$ cat src/rtl/core/ssfw_pkg.sv
// Shared types, constants and glyph helpers for the score frame writer.
`default_nettype none

package ssfw_pkg;

  localparam int unsigned Digits     = 6;
  localparam int unsigned QueueDepth = 2;
  localparam int unsigned QPTR_W     = (QueueDepth > 1) ? $clog2(QueueDepth) : 1;
  localparam int unsigned QCNT_W     = $clog2(QueueDepth + 1);

  localparam int unsigned CFG_IDX_W  = 2;
  localparam int unsigned CFG_DATA_W = 3;
  localparam logic [CFG_IDX_W-1:0] REG_ROTATE = 2'd0;
  localparam logic [CFG_IDX_W-1:0] REG_BRIGHT = 2'd1;

  localparam logic [7:0] BYTE_DATA_CMD  = 8'h40;
  localparam logic [7:0] BYTE_ADDR_CMD  = 8'hC0;
  localparam logic [7:0] BYTE_DISP_CTRL = 8'h88;
  localparam logic [9:0] SCORE_MAX      = 10'd999;

  // byte slots within one nine-byte run
  localparam logic [3:0] SLOT_DATA_CMD    = 4'd0;
  localparam logic [3:0] SLOT_ADDR_CMD    = 4'd1;
  localparam logic [3:0] SLOT_DIGIT_FIRST = 4'd2;
  localparam logic [3:0] SLOT_DIGIT_LAST  = 4'd7;
  localparam logic [3:0] SLOT_DISP_CTRL   = 4'd8;

  typedef logic [7:0] glyph_t;

  typedef struct packed {
    glyph_t [Digits-1:0] digits;
    logic   [2:0]        bright;
  } frame_t;

  typedef struct packed {
    logic   valid;
    frame_t frame;
  } frame_req_t;

  function automatic glyph_t glyph_of(input logic [3:0] d);
    glyph_t g;
    case (d)
      4'd0:    g = 8'h3F;
      4'd1:    g = 8'h06;
      4'd2:    g = 8'h5B;
      4'd3:    g = 8'h4F;
      4'd4:    g = 8'h66;
      4'd5:    g = 8'h6D;
      4'd6:    g = 8'h7D;
      4'd7:    g = 8'h07;
      4'd8:    g = 8'h7F;
      4'd9:    g = 8'h6F;
      default: g = 8'h00;
    endcase
    return g;
  endfunction

  // A<->D, B<->E, C<->F; G and DP stay
  function automatic glyph_t turn_glyph(input glyph_t g);
    return {g[7:6], g[2:0], g[5:3]};
  endfunction

  // Saturate at 999, split into decimal digits by reciprocal multiplies,
  // blank leading zeros. Element 0 is the hundreds digit.
  function automatic logic [2:0][7:0] draw_score(input logic show, input logic [15:0] score);
    logic [9:0]       sat;
    logic [15:0]      p100;
    logic [17:0]      p10;
    logic [3:0]       hund;
    logic [6:0]       tens_all;
    logic [6:0]       t_rem;
    logic [9:0]       o_rem;
    logic [2:0][7:0]  r;
    sat      = (score > 16'd999) ? SCORE_MAX : score[9:0];
    p100     = 16'(sat) * 16'd41;
    hund     = p100[15:12];
    p10      = 18'(sat) * 18'd205;
    tens_all = p10[17:11];
    t_rem    = tens_all - (7'(hund) * 7'd10);
    o_rem    = sat - (10'(tens_all) * 10'd10);
    r        = '0;
    if (show) begin
      if (sat >= 10'd100) r[0] = glyph_of(hund);
      if (sat >= 10'd10)  r[1] = glyph_of(t_rem[3:0]);
      r[2] = glyph_of(o_rem[3:0]);
    end
    return r;
  endfunction

endpackage

`default_nettype wire

$ cat src/rtl/core/seven_segment_score_frame_writer.sv
// Top level of the seven-segment score frame writer.
//
//  channel   direction  handshake             payload
//  request   in         push_i / full_o       show_left_i score_left_i show_right_i score_right_i
//  bus byte  out        empty_o / pop_i       bus_byte_o frame_start_o frame_end_o last_o
//  config    in         cfg_we_i (no wait)    cfg_idx_i cfg_wdata_i
//
// A request is drawn as it is accepted and compared in the cycle after; one request per
// cycle is absorbed while the two-entry frame queue has room.
// A changed request yields nine bytes, one per cycle with pop_i held: the back
// end's byte counter sets that rate. An unchanged request yields nothing.
// full_o rises only when a changed request waits on a full frame queue.
// Reset clears the queue, the stored digits and the registers
// (rotation off, brightness 7).
`default_nettype none

module seven_segment_score_frame_writer
  import ssfw_pkg::*;
(
  input  wire logic                  clk_i,
  input  wire logic                  rst_ni,
  input  wire logic                  push_i,
  output logic                       full_o,
  input  wire logic                  show_left_i,
  input  wire logic [15:0]           score_left_i,
  input  wire logic                  show_right_i,
  input  wire logic [15:0]           score_right_i,
  output logic                       empty_o,
  input  wire logic                  pop_i,
  output logic [7:0]                 bus_byte_o,
  output logic                       frame_start_o,
  output logic                       frame_end_o,
  output logic                       last_o,
  input  wire logic                  cfg_we_i,
  input  wire logic [CFG_IDX_W-1:0]  cfg_idx_i,
  input  wire logic [CFG_DATA_W-1:0] cfg_wdata_i
);

  logic       rotate_q;
  logic [2:0] bright_q;
  frame_req_t enq;
  frame_req_t head;
  logic       q_full;
  logic       deq;

  always_ff @(posedge clk_i or negedge rst_ni) begin
    if (!rst_ni) begin
      rotate_q <= 1'b0;
      bright_q <= 3'd7;
    end else if (cfg_we_i) begin
      unique case (cfg_idx_i)
        REG_ROTATE: rotate_q <= cfg_wdata_i[0];
        REG_BRIGHT: bright_q <= cfg_wdata_i[2:0];
        default:    rotate_q <= rotate_q;
      endcase
    end
  end

  ssfw_front u_front (
    .clk_i         (clk_i),
    .rst_ni        (rst_ni),
    .push_i        (push_i),
    .show_left_i   (show_left_i),
    .score_left_i  (score_left_i),
    .show_right_i  (show_right_i),
    .score_right_i (score_right_i),
    .rotate_i      (rotate_q),
    .bright_i      (bright_q),
    .full_o        (full_o),
    .q_full_i      (q_full),
    .enq_o         (enq)
  );

  ssfw_queue u_queue (
    .clk_i  (clk_i),
    .rst_ni (rst_ni),
    .enq_i  (enq),
    .full_o (q_full),
    .deq_i  (deq),
    .head_o (head)
  );

  ssfw_back u_back (
    .clk_i         (clk_i),
    .rst_ni        (rst_ni),
    .head_i        (head),
    .deq_o         (deq),
    .pop_i         (pop_i),
    .empty_o       (empty_o),
    .bus_byte_o    (bus_byte_o),
    .frame_start_o (frame_start_o),
    .frame_end_o   (frame_end_o),
    .last_o        (last_o)
  );

endmodule

`default_nettype wire

$ cat src/rtl/core/ssfw_front.sv
// Front end: takes requests, draws and maps digits, drops unchanged frames.
`default_nettype none

module ssfw_front
  import ssfw_pkg::*;
(
  input  wire logic        clk_i,
  input  wire logic        rst_ni,
  input  wire logic        push_i,
  input  wire logic        show_left_i,
  input  wire logic [15:0] score_left_i,
  input  wire logic        show_right_i,
  input  wire logic [15:0] score_right_i,
  input  wire logic        rotate_i,
  input  wire logic [2:0]  bright_i,
  output logic             full_o,
  input  wire logic        q_full_i,
  output frame_req_t       enq_o
);

  logic                valid_q;
  glyph_t [Digits-1:0] logical_q;
  glyph_t [Digits-1:0] logical_d;
  glyph_t [Digits-1:0] phys;
  glyph_t [Digits-1:0] shadow_q;
  logic                written_q;
  logic                changed;
  logic                advance;
  logic                enq_ok;

  assign logical_d[2:0] = draw_score(show_left_i, score_left_i);
  assign logical_d[5:3] = draw_score(show_right_i, score_right_i);

  always_comb begin
    for (int i = 0; i < Digits / 2; i++) begin
      if (rotate_i) begin
        phys[i]              = turn_glyph(logical_q[i + Digits / 2]);
        phys[i + Digits / 2] = turn_glyph(logical_q[i]);
      end else begin
        phys[i]              = logical_q[Digits / 2 - 1 - i];
        phys[i + Digits / 2] = logical_q[Digits - 1 - i];
      end
    end
  end

  assign changed     = !written_q || (phys != shadow_q);
  assign enq_o.valid = valid_q && changed;
  assign enq_o.frame = '{digits: phys, bright: bright_i};
  assign enq_ok      = enq_o.valid && !q_full_i;
  assign advance     = !valid_q || !changed || !q_full_i;
  assign full_o      = !advance;

  always_ff @(posedge clk_i or negedge rst_ni) begin
    if (!rst_ni) begin
      valid_q   <= 1'b0;
      written_q <= 1'b0;
      shadow_q  <= '0;
    end else begin
      if (advance) valid_q <= push_i;
      if (enq_ok) begin
        shadow_q  <= phys;
        written_q <= 1'b1;
      end
    end
  end

  always_ff @(posedge clk_i) begin
    if (advance && push_i) logical_q <= logical_d;
  end

  a_enq_marks_written: assert property (@(posedge clk_i) disable iff (!rst_ni)
    enq_ok |=> written_q) else $error("written flag not set after frame");
  a_enq_updates_shadow: assert property (@(posedge clk_i) disable iff (!rst_ni)
    enq_ok |=> (shadow_q == $past(phys))) else $error("shadow digits not updated");
  a_stall_holds: assert property (@(posedge clk_i) disable iff (!rst_ni)
    (valid_q && !advance) |=> valid_q) else $error("stalled request dropped");

endmodule

`default_nettype wire

$ cat src/rtl/core/ssfw_queue.sv
// Short frame queue between the front and back ends.
`default_nettype none

module ssfw_queue
  import ssfw_pkg::*;
(
  input  wire logic       clk_i,
  input  wire logic       rst_ni,
  input  wire frame_req_t enq_i,
  output logic            full_o,
  input  wire logic       deq_i,
  output frame_req_t      head_o
);

  frame_t [QueueDepth-1:0] mem_q;
  logic [QPTR_W-1:0]       wr_q;
  logic [QPTR_W-1:0]       rd_q;
  logic [QCNT_W-1:0]       cnt_q;
  logic                    do_push;
  logic                    do_pop;

  assign full_o       = (cnt_q == QCNT_W'(QueueDepth));
  assign do_push      = enq_i.valid && !full_o;
  assign do_pop       = deq_i && (cnt_q != '0);
  assign head_o.valid = (cnt_q != '0);
  assign head_o.frame = mem_q[rd_q];

  always_ff @(posedge clk_i or negedge rst_ni) begin
    if (!rst_ni) begin
      wr_q  <= '0;
      rd_q  <= '0;
      cnt_q <= '0;
    end else begin
      if (do_push) wr_q <= (wr_q == QPTR_W'(QueueDepth - 1)) ? '0 : wr_q + 1'b1;
      if (do_pop)  rd_q <= (rd_q == QPTR_W'(QueueDepth - 1)) ? '0 : rd_q + 1'b1;
      case ({do_push, do_pop})
        2'b10:   cnt_q <= cnt_q + 1'b1;
        2'b01:   cnt_q <= cnt_q - 1'b1;
        default: cnt_q <= cnt_q;
      endcase
    end
  end

  always_ff @(posedge clk_i) begin
    if (do_push) mem_q[wr_q] <= enq_i.frame;
  end

  a_cnt_bound: assert property (@(posedge clk_i) disable iff (!rst_ni)
    cnt_q <= QCNT_W'(QueueDepth)) else $error("queue count overflow");
  a_push_not_full: assert property (@(posedge clk_i) disable iff (!rst_ni)
    do_push |-> !full_o) else $error("frame written into full queue");
  a_pop_not_empty: assert property (@(posedge clk_i) disable iff (!rst_ni)
    do_pop |-> head_o.valid) else $error("frame taken from empty queue");

endmodule

`default_nettype wire

$ cat src/rtl/core/ssfw_back.sv
// Back end: streams one queued frame as nine bus bytes.
`default_nettype none

module ssfw_back
  import ssfw_pkg::*;
(
  input  wire logic       clk_i,
  input  wire logic       rst_ni,
  input  wire frame_req_t head_i,
  output logic            deq_o,
  input  wire logic       pop_i,
  output logic            empty_o,
  output logic [7:0]      bus_byte_o,
  output logic            frame_start_o,
  output logic            frame_end_o,
  output logic            last_o
);

  logic [3:0] slot_q;
  logic [2:0] slot_off;
  logic       take;

  assign empty_o  = !head_i.valid;
  assign take     = pop_i && head_i.valid;
  assign deq_o    = take && (slot_q == SLOT_DISP_CTRL);
  assign slot_off = slot_q[2:0] - SLOT_DIGIT_FIRST[2:0];

  always_comb begin
    bus_byte_o    = 8'h00;
    frame_start_o = 1'b0;
    frame_end_o   = 1'b0;
    last_o        = 1'b0;
    unique case (slot_q) inside
      SLOT_DATA_CMD: begin
        bus_byte_o    = BYTE_DATA_CMD;
        frame_start_o = 1'b1;
        frame_end_o   = 1'b1;
      end
      SLOT_ADDR_CMD: begin
        bus_byte_o    = BYTE_ADDR_CMD;
        frame_start_o = 1'b1;
      end
      [SLOT_DIGIT_FIRST:SLOT_DIGIT_LAST]: begin
        bus_byte_o  = head_i.frame.digits[slot_off];
        frame_end_o = (slot_q == SLOT_DIGIT_LAST);
      end
      SLOT_DISP_CTRL: begin
        bus_byte_o    = BYTE_DISP_CTRL | {5'b0, head_i.frame.bright};
        frame_start_o = 1'b1;
        frame_end_o   = 1'b1;
        last_o        = 1'b1;
      end
      default: begin
        bus_byte_o = 8'h00;
      end
    endcase
  end

  always_ff @(posedge clk_i or negedge rst_ni) begin
    if (!rst_ni) begin
      slot_q <= SLOT_DATA_CMD;
    end else if (take) begin
      slot_q <= (slot_q == SLOT_DISP_CTRL) ? SLOT_DATA_CMD : slot_q + 1'b1;
    end
  end

  a_slot_bound: assert property (@(posedge clk_i) disable iff (!rst_ni)
    slot_q <= SLOT_DISP_CTRL) else $error("slot counter out of range");
  a_mid_run_head: assert property (@(posedge clk_i) disable iff (!rst_ni)
    (slot_q != SLOT_DATA_CMD) |-> head_i.valid) else $error("frame lost mid run");
  a_deq_on_last: assert property (@(posedge clk_i) disable iff (!rst_ni)
    deq_o |-> (last_o && !empty_o)) else $error("dequeue before final byte");

endmodule

`default_nettype wire

$ cat config.mk
export PLATFORM = sky130hd
export DESIGN_NAME = seven_segment_score_frame_writer
export DESIGN_NICKNAME = d
export VERILOG_FILES = /design/src/rtl/core/ssfw_pkg.sv /design/src/rtl/core/seven_segment_score_frame_writer.sv /design/src/rtl/core/ssfw_front.sv /design/src/rtl/core/ssfw_queue.sv /design/src/rtl/core/ssfw_back.sv
export SDC_FILE = /design/constraint.sdc
export NUM_CORES = 1
export LEC_CHECK = 0
export BUFFER_PORTS_ARGS = -buffer_cell sky130_fd_sc_hd__buf_2
export CAP_MARGIN = 0
export CORE_ASPECT_RATIO = 1.4
export CORE_MARGIN = 5
export CORE_UTILIZATION = 47
export DETAILED_ROUTE_END_ITERATION = 12
export GPL_TIMING_DRIVEN = 0
export SYNTH_ARGS = -nofsm -noshare
export SYNTH_HDL_FRONTEND = slang
export SYNTH_SLANG_ARGS = --single-unit
export TNS_END_PERCENT = 5
$ cat constraint.sdc
create_clock -name clk_i -period 8.2 [get_ports clk_i]
set_input_delay 0.41 -clock clk_i [delete_from_list [all_inputs] [get_ports clk_i]]
set_output_delay 0.41 -clock clk_i [all_outputs]
set_load 0.02 [all_outputs]
==> metrics.txt <==
slowest stage delay, CP 0.54 ns; Syn Inst Count 1273; post-CTS setup buffer count 0; Port Buffers 55; # diodes 0; sequential element share of the synthesized area 37.12%; final period utilization 91.03%; worst-path fanout max 10; Worst slew margin 41.23%; first-pass GRT wire length 49600 microns; Setup TNS Final 0 ns; Syn. warnings 0; Skew-Pair Late Insertion Delay 0.43 ns; CORE AREA 30620 sq um; wire per inst 17.38 microns; P_int 2.826 mW; Hold/Removal Path Class in -> async; Tot GR Track Use 18.33%; Max Cap Viol 0; IO Count 57; Final Hold Fails 0; Longest Clk Path Bufs 2; Synth cell types 72; clock power share 18.4%; placed cells 1721; post-DP HPWL 24730 microns; CTS root buf clkbuf_16; Synth top area share 27.40%; Site Rows 76; die height 217.6 microns; Seq pwr share 36.8%; Worst Path Arrival 7.68 ns; total power density per cell area 283.2 nW/um^2; Worst Tran Pin Value 0.8752 ns; flop and latch count out of synthesis 188; router iterations before antenna repair 4; Sw Share 37.32%; FMAX 134.0 MHz; area added between synthesis and finish 10.08%; antenna violations before repair 0; Cell Area, Synth 14460 sq um; Routed Antenna Nets 0; status finished, final reports clean; die footprint 34430 sq um; Die Span X 158.3 microns; Critical Path End Type flop; pin count of the biggest net entering global routing 57; 1st-iter DRT viols 391; starting density of the core 47.24%; clk sinks 188; fraction of registers with async set/reset 29.79%; cts repair resizes 0; Psw 1.683 mW; Syn Area/Cell 11.36 sq um; most common flop cell mapped by yosys edfxtp_1; H-tree depth 4; layout cell share with drive strength beyond 1 17.09%; Area contributors post-synth edfxtp_1 (27%), ha_1 (18%), dfrtp_1 (9.2%); crit start category input pin; Final Instance Count excl. Fillers 1753; grt ovf 0; Post-synth top cells ha_1 (203), inv_1 (190), edfxtp_1 (132), mux2_2 (61), nand2_1 (55); skew final 0.01160 ns; Reg clk slew, reported paths 0.07 ns; Crit-path slowest cell nor3_1; via count 9412; CTS Buf Count 17; final setup vio count 0; drt total wl 30470 microns; Residual DRC 0; WS Path Type in -> reg; CTS tree built; RSZ-0062 raised after global routing no; cell taking the most area after synthesis edfxtp_1; worst vdd ir 165.2 uV; post-synth net total 1563; hold-fix buffers at CTS 0; fin crit period 7.464 ns; Post-synth EDFFs 132; top-count cell post-synth ha_1; CP required 8.41 ns; gpl congestion 0.8630; Pwr Total 4.509 mW; vias in the first global route 9685; P_leak 7.210 nW; max-slew violation count 0; DR vias/cell 5.369; share of total power in combinational logic 44.8%; Net count, final 1640
==> cell usage in the layout (no fill, tap or decap), drive strengths merged, types with 13 or more instances in the layout <==
master,synthesis,layout
buf,16,74
dfrtp,53,53
a31oi,17,17
edfxtp,132,132
nand2,55,55
nor2,47,47
a21oi,48,48
fa,43,43
nor3,13,13
xnor2,41,41
nand4,15,15
ha,203,203
nand3,31,31
or3,17,17
clkbuf,14,31
mux2,88,88
o21ai,42,42
inv,190,195
mux4,21,21
xor2,20,20
==> per-stage QoR <==
step                utilization [%]  hold WS, ns  setup slack (ns)  cell area, sq um
floorplan                         -       0.1144             1.287             14460
global placement              49.73       0.4518            0.3240             15230
detailed placement            50.00       0.4551            0.2981             15310
CTS                           51.99       0.1631            0.7306             15920
global route                  52.00      0.08012            0.1517             15920
finish                        52.00      0.03648            0.7357             15920
==> kinds of logic (layout without fill, tap and decap cells) <==
family                   after synthesis  count (layout)  share of synthesized area [%]
AND/OR/NAND/NOR                      250             250                          9.144
adder cells (fa/ha/maj)              246             246                          23.51
buffers and inverters                220             310                          6.090
flip-flops                           188             188                          37.12
AO/OA/AOI/OAI                        185             185                          8.132
multiplexers                         117             117                          11.38
XOR/XNOR                              67              67                          4.628
==> per-layer routing <==
layer	part of all wire (%)	up-vias	track usage (%)
li1	-	4675	-
met1	41	4578	21.41
met2	55	129	34.65
met3	2.2	30	2.085
met4	2.3	0	5.462
met5	0	-	0
==> state kept, by name (all words and copies together), names as in the netlist <==
register	count
u_back.slot_q	4
u_queue.wr_q	1
u_queue.mem_q	90
u_front.valid_q	1
u_front.written_q	1
u_front.shadow_q	42
rotate_q	1
u_front.logical_q	42
u_queue.cnt_q	2
bright_q	3
u_queue.rd_q	1
==> worst max-delay path, delay by kind of cell <==
| kind | cells | cell delay, ns |
|---|---|---|
| adders and majority gates | 6 | 2.62 |
| xor gates and xnor gates | 6 | 1.38 |
| and+or+nand+nor | 6 | 1.36 |
| AOI/OAI and AO/OA | 4 | 1.07 |
| buffers and inverters | 7 | 0.84 |
==> power groups by stage <==
| stage | sequential [mW] | clock (mW) | combinational (mW) |
|---|---|---|---|
| after floorplan | 1.62 | 0 | 1.51 |
| after global placement | 1.68 | 0 | 1.98 |
| after detailed placement | 1.68 | 0 | 2.04 |
| after CTS | 1.66 | 0.849 | 2.05 |
| after global routing | 1.70 | 0.882 | 2.21 |
| final | 1.66 | 0.829 | 2.02 |
==> final timing paths <==
check / from / end / slack (ns) / depth (start not counted)
worst max-delay path: score_right_i[5] / u_front.logical_q[36] / 0.74 / 29
worst min-delay path: rst_ni / u_queue.wr_q / 0.04 / 1
worst max register to register: rotate_q / u_queue.mem_q[82] / 4.24 / 13
worst min register to register: u_front.written_q / u_front.written_q / 0.47 / 1
max in group asynchronous: rst_ni / u_front.shadow_q[28] / 7.62 / 1
min in group clk_i: push_i / u_front.valid_q / 0.18 / 2
==> area by class of cell <==
cell class / count / area, sq um
clock inverter: 15 / 182.7
buffer: 30 / 167.7
multi-input combinational: 865 / 8230
tap: 390 / 488.0
timing repair buffer: 58 / 345.3
fill: 2758 / 14700
inverter: 190 / 713.2
clock buffer: 17 / 425.4
sequential: 188 / 5369
Note: power is estimated with default switching activity, not from simulation.
